File: src/sv/ptest_pkg.sv
// shared types and constants for the primality tester
package ptest_pkg;
  localparam int NUM_W = 32;
  localparam int PROD_W = 62;
  localparam int FIFO_DEPTH_DEF = 2;

  localparam logic [NUM_W-1:0] BASE_A = 32'd2;
  localparam logic [NUM_W-1:0] BASE_B = 32'd7;
  localparam logic [NUM_W-1:0] BASE_C = 32'd61;

  // front-end decision for one item
  typedef enum logic [1:0] {
    CLS_NOT_PRIME = 2'd0,
    CLS_PRIME     = 2'd1,
    CLS_TEST      = 2'd2
  } cls_t;

  typedef struct packed {
    cls_t             cls;
    logic [NUM_W-1:0] n;
  } job_t;

  typedef enum logic [2:0] {
    ST_IDLE,
    ST_SPLIT,
    ST_BASE,
    ST_MUL,
    ST_RED,
    ST_NEXT,
    ST_FIRST,
    ST_STRONG
  } eng_state_t;

  // what the running modular multiply is for
  typedef enum logic [1:0] {
    MK_POW_SQ,
    MK_POW_MUL,
    MK_CHK_SQ
  } mul_kind_t;
endpackage

File: src/sv/ptest_front.sv
// front end: takes items, classifies them and queues jobs for the engine
module ptest_front #(
  parameter int DEPTH = ptest_pkg::FIFO_DEPTH_DEF
) (
  input  logic                        clk,
  input  logic                        rst_n,
  input  logic                        push,
  output logic                        full,
  input  logic [ptest_pkg::NUM_W-1:0] in_number,
  output logic                        job_valid,
  output ptest_pkg::job_t             job,
  input  logic                        job_take
);
  import ptest_pkg::*;

  localparam int AW = (DEPTH > 1) ? $clog2(DEPTH) : 1;

  job_t            mem_r [DEPTH];
  logic [AW-1:0]   wp_r, rp_r;
  logic [AW:0]     cnt_r;
  job_t            cls_job;
  logic            do_push, do_pop;

  always_comb begin
    cls_job.n = in_number;
    if (in_number[NUM_W-1] || in_number <= 32'd1) begin
      cls_job.cls = CLS_NOT_PRIME;
    end else if (in_number == BASE_A) begin
      cls_job.cls = CLS_PRIME;
    end else begin
      cls_job.cls = CLS_TEST;
    end
  end

  assign full      = (cnt_r == (AW+1)'(DEPTH));
  assign job_valid = (cnt_r != '0);
  assign job       = mem_r[rp_r];
  assign do_push   = push && !full;
  assign do_pop    = job_take && job_valid;

  always_ff @(posedge clk) begin
    if (do_push) begin
      mem_r[wp_r] <= cls_job;
    end
  end

  always_ff @(posedge clk) begin
    if (!rst_n) begin
      wp_r  <= '0;
      rp_r  <= '0;
      cnt_r <= '0;
    end else begin
      if (do_push) begin
        wp_r <= (wp_r == AW'(DEPTH-1)) ? '0 : wp_r + 1'b1;
      end
      if (do_pop) begin
        rp_r <= (rp_r == AW'(DEPTH-1)) ? '0 : rp_r + 1'b1;
      end
      cnt_r <= cnt_r + (AW+1)'(do_push) - (AW+1)'(do_pop);
    end
  end
endmodule

File: src/sv/ptest_engine.sv
// back end: miller-rabin engine with a bit-serial modular reducer
module ptest_engine (
  input  logic                        clk,
  input  logic                        rst_n,
  input  logic                        job_valid,
  input  ptest_pkg::job_t             job,
  output logic                        job_take,
  output logic                        res_valid,
  output logic                        res_bit,
  input  logic                        res_take
);
  import ptest_pkg::*;

  eng_state_t        st_r, st_nxt;
  mul_kind_t         kind_r;
  logic [NUM_W-1:0]  n_r, d_r, a_r, x_r;
  logic [4:0]        s_r, k_r, ebit_r, rcnt_r;
  logic [PROD_W-1:0] rem_r;
  logic              resv_r, resb_r;
  logic [PROD_W-1:0] sub_m, red_nxt;
  logic [NUM_W-2:0]  mul_b;
  logic [NUM_W-1:0]  nm1, a_next;
  logic              more_base, more_k, chk_hit;
  logic              res_set, res_val, base_pass;

  assign nm1     = n_r - 1'b1;
  assign more_k  = (k_r < s_r);
  assign chk_hit = (x_r == nm1);
  // restoring reduction: compare against n shifted by the step count
  assign sub_m   = PROD_W'(n_r) << rcnt_r;
  assign red_nxt = (rem_r >= sub_m) ? rem_r - sub_m : rem_r;
  // operands are below n, so they fit in 31 bits
  assign mul_b   = (kind_r == MK_POW_MUL) ? a_r[NUM_W-2:0] : x_r[NUM_W-2:0];

  // next base, if it applies to this n
  always_comb begin
    more_base = 1'b0;
    a_next    = a_r;
    if (a_r == BASE_A && n_r > BASE_B) begin
      more_base = 1'b1;
      a_next    = BASE_B;
    end else if (a_r == BASE_B && n_r > BASE_C) begin
      more_base = 1'b1;
      a_next    = BASE_C;
    end
  end

  always_comb begin
    st_nxt    = st_r;
    job_take  = 1'b0;
    res_set   = 1'b0;
    res_val   = 1'b0;
    base_pass = 1'b0;
    unique case (st_r)
      ST_IDLE: if (job_valid && !resv_r) begin
        job_take = 1'b1;
        if (job.cls == CLS_TEST) begin
          st_nxt = ST_SPLIT;
        end else begin
          res_set = 1'b1;
          res_val = (job.cls == CLS_PRIME);
        end
      end
      ST_SPLIT: if (d_r[0] || s_r == 5'd31) st_nxt = ST_BASE;
      ST_BASE:  st_nxt = ST_MUL;
      ST_MUL:   st_nxt = ST_RED;
      ST_RED:   if (rcnt_r == '0) st_nxt = ST_NEXT;
      ST_NEXT: begin
        unique case (kind_r)
          MK_POW_SQ: begin
            if (d_r[ebit_r]) st_nxt = ST_MUL;
            else if (ebit_r == '0) st_nxt = ST_FIRST;
            else st_nxt = ST_MUL;
          end
          MK_POW_MUL: st_nxt = (ebit_r == '0) ? ST_FIRST : ST_MUL;
          MK_CHK_SQ:  st_nxt = ST_STRONG;
          default:    st_nxt = ST_IDLE;
        endcase
      end
      ST_FIRST: begin
        if (x_r == 32'd1) base_pass = 1'b1;
        else st_nxt = ST_STRONG;
      end
      ST_STRONG: begin
        if (chk_hit) begin
          base_pass = 1'b1;
        end else if (more_k) begin
          st_nxt = ST_MUL;
        end else begin
          res_set = 1'b1;
          res_val = 1'b0;
          st_nxt  = ST_IDLE;
        end
      end
      default: st_nxt = ST_IDLE;
    endcase
    if (base_pass) begin
      if (more_base) begin
        st_nxt = ST_BASE;
      end else begin
        res_set = 1'b1;
        res_val = 1'b1;
        st_nxt  = ST_IDLE;
      end
    end
  end

  always_ff @(posedge clk) begin
    if (!rst_n) begin
      st_r <= ST_IDLE;
    end else begin
      st_r <= st_nxt;
    end
  end

  // finished verdict waits here until popped
  always_ff @(posedge clk) begin
    if (!rst_n) begin
      resv_r <= 1'b0;
    end else if (res_set) begin
      resv_r <= 1'b1;
    end else if (res_take && resv_r) begin
      resv_r <= 1'b0;
    end
  end

  always_ff @(posedge clk) begin
    if (res_set) resb_r <= res_val;
  end

  always_ff @(posedge clk) begin
    unique case (st_r)
      ST_IDLE: if (job_take) begin
        n_r <= job.n;
        d_r <= job.n - 1'b1;
        s_r <= '0;
        a_r <= BASE_A;
      end
      // strip trailing zeros of n-1, one per cycle
      ST_SPLIT: if (!d_r[0] && s_r != 5'd31) begin
        d_r <= d_r >> 1;
        s_r <= s_r + 1'b1;
      end
      ST_BASE: begin
        x_r    <= 32'd1;
        ebit_r <= 5'd31;
        kind_r <= MK_POW_SQ;
      end
      ST_MUL: begin
        rem_r  <= PROD_W'(x_r[NUM_W-2:0]) * PROD_W'(mul_b);
        rcnt_r <= 5'd31;
      end
      ST_RED: begin
        rem_r <= red_nxt;
        if (rcnt_r == '0) x_r <= NUM_W'(red_nxt);
        else rcnt_r <= rcnt_r - 1'b1;
      end
      ST_NEXT: begin
        unique case (kind_r)
          MK_POW_SQ: begin
            if (d_r[ebit_r]) kind_r <= MK_POW_MUL;
            else if (ebit_r != '0) ebit_r <= ebit_r - 1'b1;
          end
          MK_POW_MUL: if (ebit_r != '0) begin
            ebit_r <= ebit_r - 1'b1;
            kind_r <= MK_POW_SQ;
          end
          default: ;
        endcase
      end
      ST_FIRST: k_r <= 5'd1;
      ST_STRONG: if (!chk_hit && more_k) begin
        k_r    <= k_r + 1'b1;
        kind_r <= MK_CHK_SQ;
      end
      default: ;
    endcase
    if (base_pass && more_base) a_r <= a_next;
  end

  assign res_valid = resv_r;
  assign res_bit   = resb_r;
endmodule

File: src/sv/primality_test_32bit.sv
// top level: deterministic miller-rabin primality tester, bases 2, 7 and 61
// numbers of 1 or below and 2 are decided without any modular multiply
// per base: 32 squarings, one multiply per set bit of d, then up to s-1 squarings;
//   each modular multiply is a 31x31 multiply plus a 32-step reduction
// throughput: one item at a time; the engine takes the next once the result is popped
// reset: synchronous active-low rst_n empties the queue and idles the engine
module primality_test_32bit #(
  parameter int FIFO_DEPTH = ptest_pkg::FIFO_DEPTH_DEF
) (
  input  logic                        clk,
  input  logic                        rst_n,
  input  logic                        push,
  output logic                        full,
  input  logic [ptest_pkg::NUM_W-1:0] in_number,
  output logic                        empty,
  input  logic                        pop,
  output logic                        out_is_prime
);
  import ptest_pkg::*;

  // job queue between front end and engine
  logic job_valid, job_take, res_valid;
  job_t job;

  ptest_front #(.DEPTH(FIFO_DEPTH)) u_front (
    .clk, .rst_n, .push, .full, .in_number,
    .job_valid, .job, .job_take
  );

  // engine holds one finished result until popped
  ptest_engine u_engine (
    .clk, .rst_n, .job_valid, .job, .job_take,
    .res_valid, .res_bit(out_is_prime), .res_take(pop)
  );

  assign empty = !res_valid;

  // the engine is idle while a result waits, so a pop always empties the output
  a_pop_clears: assert property (@(posedge clk) disable iff (!rst_n)
    pop && !empty |=> empty) else $error("pop did not clear");
  // a waiting result holds until popped
  a_out_hold: assert property (@(posedge clk) disable iff (!rst_n)
    !empty && !pop |=> !empty && $stable(out_is_prime)) else $error("result changed");
  a_full_cnt: assert property (@(posedge clk) disable iff (!rst_n)
    full |-> job_valid) else $error("full with empty queue");
endmodule

File: config.mk
export PLATFORM = sky130hd
export DESIGN_NAME = primality_test_32bit
export DESIGN_NICKNAME = d
export VERILOG_FILES = /design/src/sv/ptest_pkg.sv /design/src/sv/ptest_front.sv /design/src/sv/ptest_engine.sv /design/src/sv/primality_test_32bit.sv
export SDC_FILE = /design/constraint.sdc
export NUM_CORES = 2
export LEC_CHECK = 0
export ABC_AREA = 0
export BUFFER_PORTS_ARGS = -buffer_cell sky130_fd_sc_hd__buf_2
export CAP_MARGIN = 20
export CORE_UTILIZATION = 40
export CTS_BUF_LIST = sky130_fd_sc_hd__clkbuf_4 sky130_fd_sc_hd__clkbuf_8
export DETAILED_ROUTE_END_ITERATION = 8
export PLACE_DENSITY = 0.66
export SLEW_MARGIN = 0
export SYNTH_ARGS = -nofsm -noshare
export SYNTH_HDL_FRONTEND = slang
export SYNTH_SLANG_ARGS = --single-unit
File: constraint.sdc
create_clock -name clk -period 8.8 [get_ports clk]
set_input_delay 1.76 -clock clk [delete_from_list [all_inputs] [get_ports clk]]
set_output_delay 1.76 -clock clk [all_outputs]
set_load 0.01 [all_outputs]
# After elaboration in Yosys (flattened, before gate mapping)
# Memories as Yosys holds them, arrays and structs flattened. A register that Yosys moved wholly into a read port is not among the register bits.
# Cells that the tools add are included.
[totals] register_bits=221 ramBits=68 memories=1 inputBits=36
[op_classes] add_sub_neg=11 mul=1 n_mux=73 shifts=1 magnitude_cmp=6 n_eq_ne=36 n_reduce_logical=40
[mem_list] memory="u_front.mem_r" depth=2 width=34 read_ports=1 rd_clocked_by_memory_dff=1 write_ports=1 line_no="ptest_front.sv:18" text="job_t mem_r [DEPTH];"
[ops] cell="32-bit two-way mux" count=8
[ops] cell="32-bit one-hot mux with 2 select lines" count=2
[ops] cell="62-bit one-hot mux with 2 select lines" count=1
[ops] cell="32-bit by 2-bit == test with 1-bit output (second input constant)" count=2
[ops] cell="32-bit by 1-bit subtractor with 32-bit output (second input constant)" count=2
[ops] cell="62-bit greater-or-equal comparator" count=1
[ops] cell="31-bit by 31-bit multiplier with 62-bit output" count=1
[ops] cell="62-bit two-way mux" count=1
[ops] cell="32-bit by 5-bit << shifter with 62-bit output" count=1
[ops] cell="62-bit subtractor" count=1
[ops] cell="5-bit one-hot mux with 2 select lines" count=5
[ops] cell="32-bit by 1-bit == test with 1-bit output (second input constant)" count=1
[ops] cell="32-bit by 3-bit == test with 1-bit output (second input constant)" count=1
[ops] cell="32-bit == test" count=1
[ops] cell="32-bit by 3-bit > comparator with 1-bit output (second input constant)" count=1
[ops] cell="32-bit by 6-bit > comparator with 1-bit output (second input constant)" count=1
[ops] cell="32-bit by 1-bit less-or-equal comparator with 1-bit output (second input constant)" count=1
[ops] cell="31-bit two-way mux" count=1
[ops] cell="5-bit two-way mux" count=6
[ops] cell="3-bit two-way mux" count=9
[ops] cell="1-bit two-way mux" count=26
[ops] cell="3-bit one-hot mux with 8 select lines" count=1
[ops] cell="2-bit nonzero test" count=9
[ops] cell="3-bit by 1-bit != test with 1-bit output (second input constant)" count=5
[ops] cell="36 further kinds" count=80

# Logic depth before layout (Yosys ltp)
[logic_depth] ltp_word=7 mapped_depth=33

# Modules after synthesis
# Synthesis repeated with hierarchy kept, for this count alone.
[hier_totals] cells_unflattened=5318 hier_area_um2=49200.9
[modules_own_cells] mod="ptest_engine" instances=1 area_each_um2=46415.8 cells_each=5169
[modules_own_cells] mod="ptest_front" instances=1 area_each_um2=2781.4 cells_each=148
[modules_own_cells] mod="primality_test_32bit" instances=1 area_each_um2=3.8 cells_each=1

# Worst setup path before layout
# OpenSTA, ideal clock, no wires.
[synth_timing] kind="reg2reg" start="reg u_engine.kind_r[1]" end="reg u_engine.rem_r[59], data pin" setup_time_ns=0.169 setup_slack_ns=0.231 arrival_time_ns=8.400 synth_period_minus_slack_ns=8.569 path_stages_with_launch=31 t_required_ns=8.631 path_buffers=4 path_cell_list="edfxtp_1 > clkbuf_1 > nand2b_1 > clkbuf_1 > clkbuf_1 > and2_1 > clkbuf_1 > inv_1 > nor2_1 > fa_1 > fa_1 > inv_1 > fa_1 > fa_1 > inv_1 > fa_1 > fa_1 > fa_1 > inv_1 > fa_1 > inv_1 > ha_1 > nand4_1 > or3_1 > o311ai_2 > a41oi_2 > o41ai_4 > a41oi_2 > or4_1 > a31o_1 > o31ai_1"
[synth_via] elab_chain_cells=4
[synth_rtl] item="start: declaration" line_no="ptest_engine.sv:15" text="mul_kind_t kind_r;"
[synth_rtl] item="start signal: assignment" line_no="ptest_engine.sv:147" text="kind_r <= MK_POW_SQ;"
[synth_rtl] item="start signal: assignment" line_no="ptest_engine.sv:161" text="if (d_r[ebit_r]) kind_r <= MK_POW_MUL;"
[synth_rtl] item="start signal: assignment" line_no="ptest_engine.sv:166" text="kind_r <= MK_POW_SQ;"
[synth_rtl] item="2-bit by 1-bit == test with 1-bit output" line_no="ptest_engine.sv:33" text="assign mul_b = (kind_r == MK_POW_MUL) ? a_r[NUM_W-2:0] : x_r[NUM_W-2:0];"
[synth_rtl] item="31-bit two-way mux" line_no="ptest_engine.sv:33"
[synth_rtl] item="31-bit by 31-bit multiplier with 62-bit output" line_no="ptest_engine.sv:150" text="rem_r <= PROD_W'(x_r[NUM_W-2:0]) * PROD_W'(mul_b);"
[synth_rtl] item="62-bit one-hot mux with 2 select lines" line_no="ptest_engine.sv:132" text="unique case (st_r)"
[synth_rtl] item="end signal: assignment" line_no="ptest_engine.sv:150"
[synth_rtl] item="end signal: assignment" line_no="ptest_engine.sv:154" text="rem_r <= red_nxt;"
[synth_rtl] item="end: declaration" line_no="ptest_engine.sv:18" text="logic [PROD_W-1:0] rem_r;"
# Every way passes these cells.
# A chain may end at the register's enable or synchronous reset.

# Worst setup path after layout
[layout_timing] start="reg u_engine.kind_r[0]" end="reg u_engine.rem_r[48], data pin"
# Same word-level chain as after synthesis.

==> results.yml <==
outcome:
  run_status: "finished clean"
clocking:
  post_cts_hold_buffer_count: 0
  clk_transition_reported_paths_ns: 0.06
  cts-buffers-inserted: 46
  cts.root.buffer_cell: "sky130_fd_sc_hd__clkbuf_8"
  clock_tree.htree_level_count: 2
  worst_skew_pair.late_latency_ns: 0.65
  clk_path_buf_depth: 3
  tritoncts_clock_tree: "done"
  cts_sinks: 261
synth:
  asyncSetResetFlopFracSynth_pct: 0
  synthesis.area_per_instance_um2: 9.18
  ys_ff_latch: 261
  synth.distinct_cells: 90
  syn_nets: 6578
  number_of_enable_type_register_cells_in_the_synthesized_netlist: 252
  synth_warn: 0
  proportion_of_synthesized_chip_area_in_sequential_cells_pct: 15.7
  ys.flop_type: "sky130_fd_sc_hd__edfxtp_1"
  syn_std_cell_area_mm2: 0.0493
  syn_inst: 5373
critical_path:
  timing.critical_path.to_type: "flip-flop"
  timing_worst_setup_path_type: "reg -> reg"
  cp_max_fo: 19
  cp_top_delay_family: "adder cells"
  worst-endpoint-required_ns: 9.17
  timing.critical_path.slowest_stage_cell: "sky130_fd_sc_hd__fa_1"
  critical-path-max-stage-delay_ns: 0.55
  cell_repeated_most_along_the_worst_path: "sky130_fd_sc_hd__fa_1"
  arrival_time_worst_endpoint_ns: 8.97
  setup.worst_path.start_class: "flip-flop"
  critPathBufInv: 7
global_routing:
  grt_max_degree: 76
  groute.layer.met1.usage_pct: 32.1
  grt_first_pass_wirelength_um: 229000
  grt_usage_pct: 23.5
  gr-total-overflow: 0
  grt_busiest_layer: "met2"
  met3_usage_pct: 2.33
  vias_in_the_first_global_route: 40085
  initial_antenna_violation_count: 3
  grtUsageMet2_pct: 39.1
die:
  top_level_ports: 39
  floorplan_die_width_um: 353
  num_rows: 128
  initial_utilization_pct: 40.4
  die-area_mm2: 0.125
  die_y_um: 353
  coreArea_mm2: 0.122
place:
  post-dp-hpwl_um: 116000
  placedInstanceArea_mm2: 0.0521
  globalplace.congestion: 0.963
  dp_slack_ns: -0.0747
  numPortBuffers: 38
detailed_routing:
  routedWlPerCell_um: 20.6
  wirelength_um: 144000
  drt_pre_antenna_iters: 6
  detail_route.vias_per_cell: 5.47
  post-route-drc-count: 0
  overall_via_count_from_detail_route: 38256
  detail-route-antenna-nets: 0
  detail_route.iter0.violations: 3255
timing:
  worst_clock_skew_ns: 0.0336
  grt_setup_unrepaired: "no"
  timing.final.max_slew_violations: 0
  fin_ws_ns: 0.200
  finalHoldViolations: 0
  worst_slew_margin_rel_pct: 32.6
  setup_total_negative_slack_ns: 0
  minimum_clock_period_after_layout_ns: 8.60
  worst-slew-pin-transition_ns: 1.01
  max_clock_freq_ghz: 0.116
  portion_of_the_clock_cycle_consumed_by_the_worst_path_in_the_final_layout_pct: 97.7
  finalSetupViolCount: 0
finish:
  mostFrequentLayoutCells: "sky130_fd_sc_hd__inv_1, sky130_fd_sc_hd__fa_1, sky130_fd_sc_hd__nand2_1, sky130_fd_sc_hd__and3_1, sky130_fd_sc_hd__ha_1"
  fraction_of_final_layout_cells_with_drive_strength_greater_than_1_pct: 8.52
  antenna-diode-count: 0
  layout.filler_cells: 11869
  most_frequent_standard_cell_in_the_layout_excluding_fill_and_tap_cells: "sky130_fd_sc_hd__inv_1"
  finish.net_count: 6537
  areaGrowthSynthToFinish_pct: 7.95
  final_instance_area_mm2: 0.0532
min_path:
  timing.hold.worst.class: "reg -> reg"
run:
  max_cap_violations: 0
[cell families after synthesis]
| logic type | synth area share, % |
|---|---|
| compound gates | 8.35 |
| xor+xnor | 3.45 |
| fa+ha+maj | 42.4 |
| buf+inv | 10.1 |
| flops | 15.7 |
| mux | 3.48 |
| simple gates | 16.4 |
[tightest hold or removal path: stages (launching register included)]
cell and delay [ns]:
sky130_fd_sc_hd__edfxtp_1 0.34, sky130_fd_sc_hd__nand2_1 0.05, sky130_fd_sc_hd__o21ai_0 0.06
[per-layer routing]
layer,up-vias,share of wire [%]
li1,17201,-
met1,19460,43
met2,1342,48
met3,253,6.1
met4,0,3.5
met5,-,0
[cell type report]
class	instances	area, um2	share of cell area (%)
Tap cell	1625	2030	3.82
Timing Repair Buffer	263	2170	4.08
Sequential cell	261	7750	14.6
Inverter	975	3660	6.88
Multi-Input combinational cell	3785	36700	69.0
Clock inverter	26	166	0.313
Clock buffer	56	721	1.35
[through the flow]
stage,hold WS (ns),utilization (%),cells
floorplan,0.516,-,5373
global placement,0.543,42.7,6902
detailed placement,0.554,42.7,6904
CTS,0.569,43.4,6988
global route,0.591,43.6,6991
finish,0.569,43.6,6991
[state kept, by name (all words and copies together), names as in the netlist, 2 cells and up, named ones only]
signal and flops:
u_front.mem_r 68, u_engine.rem_r 62, u_engine.d_r 32, u_engine.n_r 32
u_engine.x_r 32, u_engine.ebit_r 5, u_engine.k_r 5, u_engine.rcnt_r 5
u_engine.s_r 5, u_engine.a_r 3, u_engine.st_r 3, u_engine.kind_r 2
u_front.cnt_r 2
[worst paths after layout]
path,start,end,slack (ns),depth (start not counted)
max,u_engine.kind_r[0],u_engine.rem_r[48],0.20,29
min,u_engine.d_r[2],u_engine.d_r[1],0.57,2
max reg2reg,u_engine.kind_r[0],u_engine.rem_r[48],0.20,29
min reg2reg,u_engine.d_r[2],u_engine.d_r[1],0.57,2
[repair_timing]
| item | in CTS | in global routing |
|---|---|---|
| buffers inserted | 2 | 1 |
| resized for setup | 5 | 44 |
| pin swaps | 0 | 6 |
| endpoints found under the setup margin | 2 | 19 |
| gates cloned | 0 | 0 |
[Yosys cell counts (all sizes together), types with 30 or more instances]
library cell / count / area share (%)
ha: 331 / 8.4
inv: 975 / 7.4
buf: 36 / 0.32
nand2b: 33 / 0.43
and3: 351 / 4.5
nor4: 35 / 0.56
mux2i: 78 / 1.6
nand2: 670 / 5.1
clkbuf: 316 / 2.4
nor2: 216 / 1.7
xnor2: 122 / 2.2
fa: 838 / 34
o21ai: 125 / 1.3
nand4: 39 / 0.49
nand3: 54 / 0.55
xor2: 72 / 1.3
edfxtp: 252 / 15
mux2: 31 / 0.71
and2: 117 / 1.5
o22ai: 30 / 0.38
a21o: 84 / 1.3
nor3: 55 / 0.57
a21oi: 198 / 2.0
Power is left out: the tool's default activity adds up to more than one toggle a clock period on the data nets, which glitch-free logic cannot reach.
